$ cat config.mk
export PLATFORM = sky130hd
export DESIGN_NAME = dust_sensor_frame_parser_unit
export DESIGN_NICKNAME = d
export VERILOG_FILES = /design/src/design/dsfp_pkg.sv /design/src/design/dsfp_in_stage.sv /design/src/design/dsfp_frame_core.sv /design/src/design/dust_sensor_frame_parser_unit.sv
export SDC_FILE = /design/constraint.sdc
export NUM_CORES = 1
export LEC_CHECK = 0
export ABC_AREA = 0
export BUFFER_PORTS_ARGS = -buffer_cell sky130_fd_sc_hd__buf_2
export CORE_MARGIN = 2
export CORE_UTILIZATION = 60
export CTS_CLUSTER_DIAMETER = 50
export DETAILED_ROUTE_END_ITERATION = 6
export HOLD_SLACK_MARGIN = 0.03
export PLACE_DENSITY = 0.91
export SLEW_MARGIN = 30
export SYNTH_ARGS = -nofsm -noshare
export SYNTH_HDL_FRONTEND = slang
export SYNTH_SLANG_ARGS = --single-unit
$ cat constraint.sdc
create_clock -name i_clk -period 21.1 [get_ports i_clk]
set_clock_uncertainty 0.2 [all_clocks]
set_input_delay 1.055 -clock i_clk [delete_from_list [all_inputs] [get_ports i_clk]]
set_output_delay 1.055 -clock i_clk [all_outputs]
set_load 0.05 [all_outputs]
$ cat src/design/dsfp_pkg.sv
// Shared types and constants of the dust sensor frame parser.
// No dependencies; imported by the input stage, the frame core and the top level.
`default_nettype none
package dsfp_pkg;

    localparam int          FRAME_BYTES_DEF = 24;
    localparam int          POS_W           = 5;
    localparam logic [7:0]  START_BYTE      = 8'h42;

    typedef struct packed {
        logic [15:0] pm10_atmospheric;
        logic [15:0] pm25_atmospheric;
        logic [15:0] pm10_standard;
        logic [15:0] pm25_standard;
    } t_result;

    typedef struct packed {
        logic       valid;
        logic [7:0] rx_byte;
    } t_byte_beat;

endpackage
`default_nettype wire

$ cat src/design/dsfp_in_stage.sv
// Input register of the frame parser: holds one received byte beat.
// Depends on dsfp_pkg for the beat struct.
`default_nettype none
module dsfp_in_stage (
    input  wire logic                i_clk,
    input  wire logic                i_rst_n,
    input  wire logic                i_valid,
    output logic                     o_ready,
    input  wire logic [7:0]          i_data,
    output dsfp_pkg::t_byte_beat     o_beat,
    input  wire logic                i_take
);
    import dsfp_pkg::*;

    logic       r_valid;
    logic [7:0] r_data;
    logic       n_valid;

    assign o_ready = !r_valid || i_take;

    always_comb begin
        n_valid = r_valid;
        if (o_ready) begin
            n_valid = i_valid;
        end
    end

    always_ff @(posedge i_clk) begin
        if (!i_rst_n) begin
            r_valid <= 1'b0;
        end else begin
            r_valid <= n_valid;
        end
    end

    always_ff @(posedge i_clk) begin
        if (o_ready && i_valid) begin
            r_data <= i_data;
        end
    end

    assign o_beat.valid   = r_valid;
    assign o_beat.rx_byte = r_data;

endmodule
`default_nettype wire

$ cat src/design/dsfp_frame_core.sv
// Frame state, checksum compare and result register of the frame parser.
// Depends on dsfp_pkg for the start byte, position width and result struct.
`default_nettype none
module dsfp_frame_core #(
    parameter int FRAME_BYTES = dsfp_pkg::FRAME_BYTES_DEF
) (
    input  wire logic                i_clk,
    input  wire logic                i_rst_n,
    input  dsfp_pkg::t_byte_beat     i_beat,
    output logic                     o_take,
    output logic                     o_valid,
    input  wire logic                i_ready,
    output dsfp_pkg::t_result        o_result
);
    import dsfp_pkg::*;

    localparam logic [POS_W-1:0] CHK_HI_POS = POS_W'(FRAME_BYTES - 2);

    logic               r_in_frame;
    logic [POS_W-1:0]   r_pos;
    logic [15:0]        r_sum;
    logic [15:0]        r_cap [4];
    logic [7:0]         r_chk_hi;
    logic               r_out_valid;
    t_result            r_out;

    logic               n_in_frame;
    logic [POS_W-1:0]   n_pos;
    logic [15:0]        n_sum;
    logic [15:0]        n_cap [4];
    logic [7:0]         n_chk_hi;
    logic               n_out_valid;
    logic               hit;
    logic [1:0]         slot;
    logic               slot_hit;
    logic [7:0]         b;

    assign o_take = i_beat.valid && (!r_out_valid || i_ready);
    assign b      = i_beat.rx_byte;

    always_comb begin
        slot     = 2'd0;
        slot_hit = 1'b1;
        case (r_pos) inside
            5'd6, 5'd7:   slot = 2'd0;
            5'd8, 5'd9:   slot = 2'd1;
            5'd12, 5'd13: slot = 2'd2;
            5'd14, 5'd15: slot = 2'd3;
            default:      slot_hit = 1'b0;
        endcase
    end

    always_comb begin
        n_in_frame = r_in_frame;
        n_pos      = r_pos;
        n_sum      = r_sum;
        n_cap      = r_cap;
        n_chk_hi   = r_chk_hi;
        hit        = 1'b0;
        if (o_take) begin
            if (!r_in_frame) begin
                if (b == START_BYTE) begin
                    n_in_frame = 1'b1;
                    n_pos      = POS_W'(1);
                    n_sum      = {8'd0, b};
                    n_chk_hi   = 8'd0;
                    for (int i = 0; i < 4; i++) begin
                        n_cap[i] = 16'd0;
                    end
                end
            end else if (r_pos < CHK_HI_POS) begin
                n_sum = r_sum + {8'd0, b};
                if (slot_hit) begin
                    n_cap[slot] = {r_cap[slot][7:0], b};
                end
                n_pos = r_pos + POS_W'(1);
            end else if (r_pos == CHK_HI_POS) begin
                n_chk_hi = b;
                n_pos    = r_pos + POS_W'(1);
            end else begin
                n_in_frame = 1'b0;
                n_pos      = '0;
                hit        = ({r_chk_hi, b} == r_sum);
            end
        end
    end

    always_comb begin
        n_out_valid = r_out_valid;
        if (!r_out_valid || i_ready) begin
            n_out_valid = hit;
        end
    end

    always_ff @(posedge i_clk) begin
        if (!i_rst_n) begin
            r_in_frame  <= 1'b0;
            r_pos       <= '0;
            r_sum       <= 16'd0;
            r_chk_hi    <= 8'd0;
            r_out_valid <= 1'b0;
            for (int i = 0; i < 4; i++) begin
                r_cap[i] <= 16'd0;
            end
        end else begin
            r_in_frame  <= n_in_frame;
            r_pos       <= n_pos;
            r_sum       <= n_sum;
            r_chk_hi    <= n_chk_hi;
            r_out_valid <= n_out_valid;
            r_cap       <= n_cap;
        end
    end

    always_ff @(posedge i_clk) begin
        if (hit) begin
            r_out.pm25_standard    <= r_cap[0];
            r_out.pm10_standard    <= r_cap[1];
            r_out.pm25_atmospheric <= r_cap[2];
            r_out.pm10_atmospheric <= r_cap[3];
        end
    end

    assign o_valid  = r_out_valid;
    assign o_result = r_out;

endmodule
`default_nettype wire

$ cat src/design/dust_sensor_frame_parser_unit.sv
// Dust sensor frame parser top level: one received byte per beat in,
// one beat with the four concentration values out per good frame.
// The result is registered: it loads when the core takes the final byte of a good frame.
// Throughput: one byte per cycle; input holds while a result beat waits.
// Reset (synchronous, active low) clears frame state and both valid flags.
// Depends on dsfp_pkg, dsfp_in_stage and dsfp_frame_core.
`default_nettype none
module dust_sensor_frame_parser_unit #(
    parameter int FRAME_BYTES = dsfp_pkg::FRAME_BYTES_DEF
) (
    input  wire logic        i_clk,
    input  wire logic        i_rst_n,
    input  wire logic        i_s_tvalid,
    output logic             o_s_tready,
    input  wire logic [7:0]  i_s_tdata,   // [7:0] rx_byte
    output logic             o_m_tvalid,
    input  wire logic        i_m_tready,
    output logic [63:0]      o_m_tdata    // [15:0] pm25_standard, [31:16] pm10_standard,
                                          // [47:32] pm25_atmospheric, [63:48] pm10_atmospheric
);
    import dsfp_pkg::*;

    t_byte_beat beat;
    logic       take;
    t_result    result;

    dsfp_in_stage u_in (
        .i_clk   (i_clk),
        .i_rst_n (i_rst_n),
        .i_valid (i_s_tvalid),
        .o_ready (o_s_tready),
        .i_data  (i_s_tdata),
        .o_beat  (beat),
        .i_take  (take)
    );

    dsfp_frame_core #(
        .FRAME_BYTES (FRAME_BYTES)
    ) u_core (
        .i_clk    (i_clk),
        .i_rst_n  (i_rst_n),
        .i_beat   (beat),
        .o_take   (take),
        .o_valid  (o_m_tvalid),
        .i_ready  (i_m_tready),
        .o_result (result)
    );

    assign o_m_tdata = result;

endmodule
`default_nettype wire
==> flow_summary_export.csv, run 1 <==
group,metric,value,unit
floorplanning,start_util,61.6,%
cells_and_area,design_area,7700,um2
synthesis,synth.distinct_cells,67,
run,timing.max_cap.violations,0,
pwr,total_power,0.637,mW
synthesis,synth_most_common_cell,"dfxtp_1",
grt,grt_start_max_net_pins,66,
synthesis,synth_area_leaders,"edfxtp_1, dfxtp_1, a21oi_1",
cells_and_area,diodes,0,
sta,finalSetupTns,0,ns
worst_hold_path,holdPathEnd,"u_core.o_result[12]",
critical_path,r2r-start,"u_core.r_in_frame",
clock_network,ctsHoldBuffers,0,
clock_network,cts_setup_buffers,0,
place,routabilityCongestion,0.886,
synthesis,syn_avg_cell_area,11.9,um2
critical_path,start_kind,"flip-flop",
routing,wl,15.9,mm
routing,num_vias,5077,
pwr,peakVddDrop,0.0645,mV
synthesis,synth_seq_cells,168,
synthesis,async_reset_ff_share,0,%
place,numPortBuffers,77,
worst_hold_path,min_path_cells,0,
clock_network,clock-root-buffer,"clkbuf_8",
clock_network,h-tree-depth,4,
critical_path,r2r_cells,5,
synthesis,netlist_area,6700,um2
synthesis,synth_cells,561,
critical_path,worstSetupPathType,"reg2reg",
pwr,power_frac_seq,53.8,%
clock_network,clkLatencyLatePin,0.54,ns
cells_and_area,utilization,70.7,%
clock_network,cts_buffers,17,
pwr,power_density,82.7,nW/um2
critical_path,path_buf_inv,2,
floorplanning,rows,38,
synthesis,yosysTopAreaCellShare,32.3,%
critical_path,worst_path_largest_cell_delay,0.92,ns
critical_path,reg2reg_slack,17.80,ns
synthesis,synth_top_flop_cell,"dfxtp_1",
sta,setup_violations,0,
grt,grt_pass1_vias,4971,
pwr,p_int,0.490,mW
routing,first_pass_iters,6,
sta,tightestPinTransition,0.938,ns
outcome,status,"finished, final reports clean",
routing,wire_per_inst,20.1,um
clock_network,clkSlewWorstSetupHoldPaths,0.07,ns
routing,drtIter0Drc,569,
synthesis,ys_warn_count,0,
cells_and_area,final_nets,662,
place,placed_area,7160,um2
place,place_ws,17.77,ns
pwr,p_leak,3.04,nW
routing,drc,0,
sta,rsz0062_at_grt,"false",
sta,slew_headroom,37.4,%
sta,drv_slew,0,
critical_path,crit_fanout,65,
synthesis,synthTopCellsByCount,"dfxtp_1, edfxtp_1, nand2_1",
sta,fin_crit_sh,15.7,%
critical_path,crit_chain,"inv_1, nor3_1, nand3_1, nor4_2, buf_4",
clock_network,tritoncts,"yes",
critical_path,crit_required,21.07,ns
routing,drtAntennaViolNets,0,
floorplanning,core_region_area,10900,um2
grt,grt_pass1_wl,25.1,mm
sta,layout_setup_ws,17.80,ns
synthesis,seq_area_frac_synth,60.9,%
cells_and_area,drive_gt1_share,21.6,%
critical_path,slowest_stage,"dfxtp_1",
critical_path,r2r-end,"u_core.o_result[61]",
sta,fmax,0.303,GHz
worst_hold_path,hp-start,"u_core.r_cap[60]",
worst_hold_path,min_path_type,"reg2reg",
routing,viasPerCell,6.43,
floorplanning,die_w,110,um
cells_and_area,syn_to_final_growth,14.8,%
floorplanning,dieArea,12000,um2
place,hpwl,10.1,mm
pwr,p_clk_share,44.3,%
grt,grt_overflow,0,
clock_network,cts_sinks,168,
pwr,sw_frac_of_total,23.1,%
pwr,p_switching,0.147,mW
floorplanning,fp.dieH,110,um
pwr,pwr-share-comb,1.9,%
clock_network,cts_max_path_buffers,2,
sta,hold_viol_final,0,
critical_path,path_delay_family,"flip-flops",
synthesis,synth-edff-count,72,
critical_path,critPathArrivalTime,3.27,ns
grt,grt_use_total,27.9,%
floorplanning,io_pins,78,
grt,grt_antenna_before_repair,0,
critical_path,endpoint_kind,"flip-flop",
synthesis,yosysTopAreaCell,"edfxtp_1",
sta,final.min_clock_period,3.30,ns
clock_network,cts_resized,0,
synthesis,synth_nets,587,
-- cells by family (layout without fill, tap and decap cells) --
family	count (synthesis)	in the layout	synth area share, %
buffers and inverters	34	122	2.50
DFF	168	168	60.9
and+or+nand+nor	161	161	12.9
muxes	12	12	1.79
AOI/OAI and AO/OA	160	160	17.6
adders and majority gates	14	14	2.72
xor gates and xnor gates	12	12	1.57
-- worst max path at each step --
stage	from	endpoint	slack, ns	depth (start not counted)
global route	u_core.r_in_frame	u_core.o_result[13]	17.54	5
global placement	i_m_tready	u_core.o_result[30]	17.92	6
detailed placement	i_m_tready	u_core.o_result[16]	17.77	6
CTS	u_core.r_in_frame	u_core.o_result[15]	17.86	5
floorplan	i_m_tready	u_core.o_result[0]	12.51	4
finish	u_core.r_in_frame	u_core.o_result[61]	17.80	5
-- power by group through the flow --
stage | sequential [mW] | clock [mW] | combinational, mW
floorplan | 0.347 | 0 | 0.00861
global placement | 0.349 | 0 | 0.0112
detailed placement | 0.349 | 0 | 0.0118
CTS | 0.342 | 0.282 | 0.0119
global route | 0.342 | 0.295 | 0.0133
finish | 0.343 | 0.282 | 0.0122
-- final cells by class --
cell class	count	area [um2]
Clock inverter	14	119
Fill cell	687	3190
Timing Repair Buffer	79	400
Tap cell	140	175
Clock buffer	18	418
Inverter	11	41.3
Sequential cell	168	4080
Multi-Input combinational cell	359	2460
-- metrics by stage --
step                std cells  hold slack [ns]
floorplan                 561            0.209
global placement          757            0.216
detailed placement        757            0.219
CTS                       789            0.231
global route              789            0.235
finish                    789            0.228
-- per-layer routing --
layer	share of wire [%]	up-vias	track usage, %	wire length (um)
met5	0	-	0	0
met3	8.9	79	6.76	1420
met1	37	2402	33.7	5930
met2	50	341	46.2	7920
met4	3.9	0	15.2	619
li1	-	2255	-	-
-- flip-flops by register name (all words and copies together), names as in the netlist --
| name | cells |
|---|---|
| u_core.o_result | 64 |
| u_core.r_cap | 64 |
| u_core.r_sum | 16 |
| u_core.r_chk_hi | 8 |
| u_in.r_data | 8 |
| u_core.r_pos | 5 |
| u_core.o_valid | 1 |
| u_core.r_in_frame | 1 |
| u_in.r_valid | 1 |
-- placed cells by master, fill, tap and decap left out, types with 3 or more instances in the layout --
cell type | synthesis | routed
a21o_1 | 6 | 6
a21oi_1 | 35 | 35
a22o_1 | 10 | 10
a22o_2 | 6 | 6
a22oi_1 | 16 | 16
and2_1 | 8 | 8
and3_1 | 4 | 4
buf_2 | 8 | 77
clkbuf_16 | 0 | 16
clkinv_4 | 0 | 3
clkinvlp_4 | 0 | 3
dfxtp_1 | 96 | 96
edfxtp_1 | 72 | 72
ha_1 | 13 | 13
inv_1 | 10 | 10
inv_6 | 0 | 3
inv_8 | 0 | 3
mux2i_1 | 12 | 12
nand2_1 | 45 | 45
nand2b_1 | 9 | 9
nand3_1 | 31 | 31
nand4_1 | 9 | 9
nor2_1 | 28 | 28
nor2b_1 | 3 | 3
o211ai_1 | 3 | 3
o21a_1 | 5 | 5
o21ai_0 | 27 | 27
o21ai_1 | 3 | 3
o22a_1 | 8 | 8
o2bb2ai_1 | 17 | 17
or3_1 | 4 | 4
xnor2_1 | 12 | 12
No activity file was read; power rests on OpenSTA's default activity.
==> run 2: changes to the inputs <==
- CORE_UTILIZATION: 60 -> 58
- PLACE_DENSITY: 0.91 -> 0.88
- clock period: 21.1 -> 3.35 ns (I/O delays scaled with it)
==> run 2 against run 1 <==
Register-to-register slack got worse by 17 ns. Cell area rose by 3.5%. Cell count rose by 2.2%. Clock power rose to 6.9 times the previous value. Clock-buffer cell count did not move. Largest cell class unchanged. Largest power group unchanged.
==> flow_summary_export.csv, run 2 (same netlist as run 1, synthesis figures left out) <==
group,metric,value,unit
clock_network,cts_buffers,17,
cells_and_area,syn_to_final_growth,18.9,%
pwr,p_leak,3.05,nW
clock_network,clkLatencyLatePin,0.43,ns
pwr,pwr-share-comb,2.3,%
clock_network,clkSlewWorstSetupHoldPaths,0.07,ns
grt,grt_pass1_vias,4951,
place,numPortBuffers,77,
grt,grt_start_max_net_pins,66,
sta,fin_crit_sh,83.1,%
critical_path,r2r_cells,7,
clock_network,cts_sinks,168,
sta,hold_viol_final,0,
grt,grt_overflow,0,
cells_and_area,final_common_cell,"dfxtp_1",
critical_path,start_kind,"flip-flop",
pwr,p_clk_share,46.3,%
sta,rsz0062_at_grt,"false",
pwr,power_density,526,nW/um2
outcome,status,"finished, final reports clean",
routing,drc,0,
pwr,sw_frac_of_total,23.0,%
critical_path,crit_fanout,12,
sta,setup_violations,0,
sta,tightestPinTransition,0.929,ns
clock_network,cts_max_path_buffers,2,
clock_network,h-tree-depth,4,
place,place_ws,0.735,ns
cells_and_area,diodes,0,
critical_path,worstSetupPathType,"reg2reg",
sta,slew_headroom,38.0,%
critical_path,worst_path_largest_cell_delay,0.73,ns
clock_network,clock-root-buffer,"clkbuf_16",
critical_path,critPathArrivalTime,2.93,ns
floorplanning,dieArea,12400,um2
pwr,p_int,3.22,mW
cells_and_area,drive_gt1_share,22.2,%
critical_path,endpoint_kind,"flip-flop",
place,routabilityCongestion,0.878,
grt,grt_use_total,26.5,%
grt,grt_antenna_before_repair,0,
worst_hold_path,holdPathEnd,"u_core.o_result[10]",
place,hpwl,10.4,mm
floorplanning,die_w,112,um
sta,hold_ws,0.233,ns
floorplanning,core_region_area,11400,um2
sta,final.min_clock_period,2.78,ns
routing,wire_per_inst,20.2,um
worst_hold_path,min_path_cells,0,
grt,grt_pass1_wl,25.9,mm
pwr,peakVddDrop,0.494,mV
cells_and_area,utilization,70.1,%
worst_hold_path,min_path_type,"reg2reg",
critical_path,slowest_stage,"a21boi_0",
critical_path,crit_chain,"inv_1, ha_1, nor2_1, or3_4, a21boi_0, o21ai_0, o2bb2ai_1",
routing,num_vias,5119,
critical_path,crit_required,3.49,ns
routing,drtAntennaViolNets,0,
critical_path,r2r-end,"u_core.r_cap[47]",
floorplanning,fp.dieH,112,um
routing,drtIter0Drc,569,
sta,drv_slew,0,
clock_network,cts_setup_buffers,0,
critical_path,path_buf_inv,1,
clock_network,tritoncts,"yes",
run,timing.max_cap.violations,0,
routing,viasPerCell,6.35,
floorplanning,io_pins,78,
routing,first_pass_iters,5,
routing,wl,16.3,mm
floorplanning,rows,39,
pwr,power_frac_seq,51.4,%
cells_and_area,final_cell_mix,"dfxtp_1, buf_2, edfxtp_1",
floorplanning,start_util,59.0,%
critical_path,r2r-start,"u_core.r_pos[0]",
worst_hold_path,hp-start,"u_core.r_cap[58]",
sta,fmax,0.359,GHz
pwr,p_switching,0.965,mW
critical_path,path_delay_family,"compound AO/OA/AOI/OAI gates",
cells_and_area,final_nets,676,
sta,layout_setup_ws,0.567,ns
critical_path,reg2reg_slack,0.57,ns
## run 2: worst register-to-register path, stage by stage, from the launching register on
cell and delay (ns):
dfxtp_1 0.38, inv_1 0.11, ha_1 0.26, nor2_1 0.16
or3_4 0.24, a21boi_0 0.73, o21ai_0 0.35, o2bb2ai_1 0.27
## run 2: per-stage QoR
| stage | TNS (ns) | cell area (um2) | std cells | total power [mW] |
|---|---|---|---|---|
| floorplan | -35.37 | 6790 | 561 | 2.25 |
| detailed placement | 0 | 7260 | 762 | 2.28 |
| global route | 0 | 7970 | 806 | 4.29 |
| global placement | 0 | 7260 | 762 | 2.28 |
| finish | 0 | 7970 | 806 | 4.19 |
| CTS | 0 | 7970 | 806 | 4.19 |
## run 2: power groups by stage
stage                     clock (mW)  combinational [mW]  sequential, mW
after global placement             0              0.0777            2.20
after CTS                       1.94              0.0931            2.15
final                           1.94              0.0964            2.16
after detailed placement           0              0.0812            2.20
after floorplan                    0              0.0606            2.19
after global routing            2.03               0.103            2.16
## run 2: layer usage
layer,up-vias,track usage (%),wire length [um]
li1,2289,-,-
met3,72,7.73,1500
met5,-,0,0
met4,0,15.6,799
met1,2432,33.1,6160
met2,326,41.4,7840
## run 2: area by class of cell
cell class / instances / area, um2
Sequential cell: 168 / 4080
Fill cell: 722 / 3400
Multi-Input combinational cell: 359 / 2520
Timing Repair Buffer: 93 / 548
Clock buffer: 18 / 429
Tap cell: 143 / 179
Clock inverter: 14 / 163
Inverter: 11 / 41.3
## run 2: worst max-delay path by stage
stage               startpoint                 end  slack [ns]  cells past startpoint
2_1_floorplan   u_in.r_data[4]  u_core.o_result[0]       -0.55                      5
3_3_place_gp    u_in.r_data[0]    u_core.r_sum[14]        0.77                      7
3_5_place_dp    u_in.r_data[0]    u_core.r_sum[14]        0.73                      7
4_1_cts        u_core.r_pos[0]    u_core.r_cap[47]        0.68                      7
5_1_grt         u_in.r_data[0]    u_core.r_sum[14]        0.49                      7
6_report       u_core.r_pos[0]    u_core.r_cap[47]        0.57                      7
## run 2: timing repair
item | in CTS | in global routing
resized for setup | 0 | 0
endpoints found under the hold margin | 13 | 0
hold buffers | 12 | 0
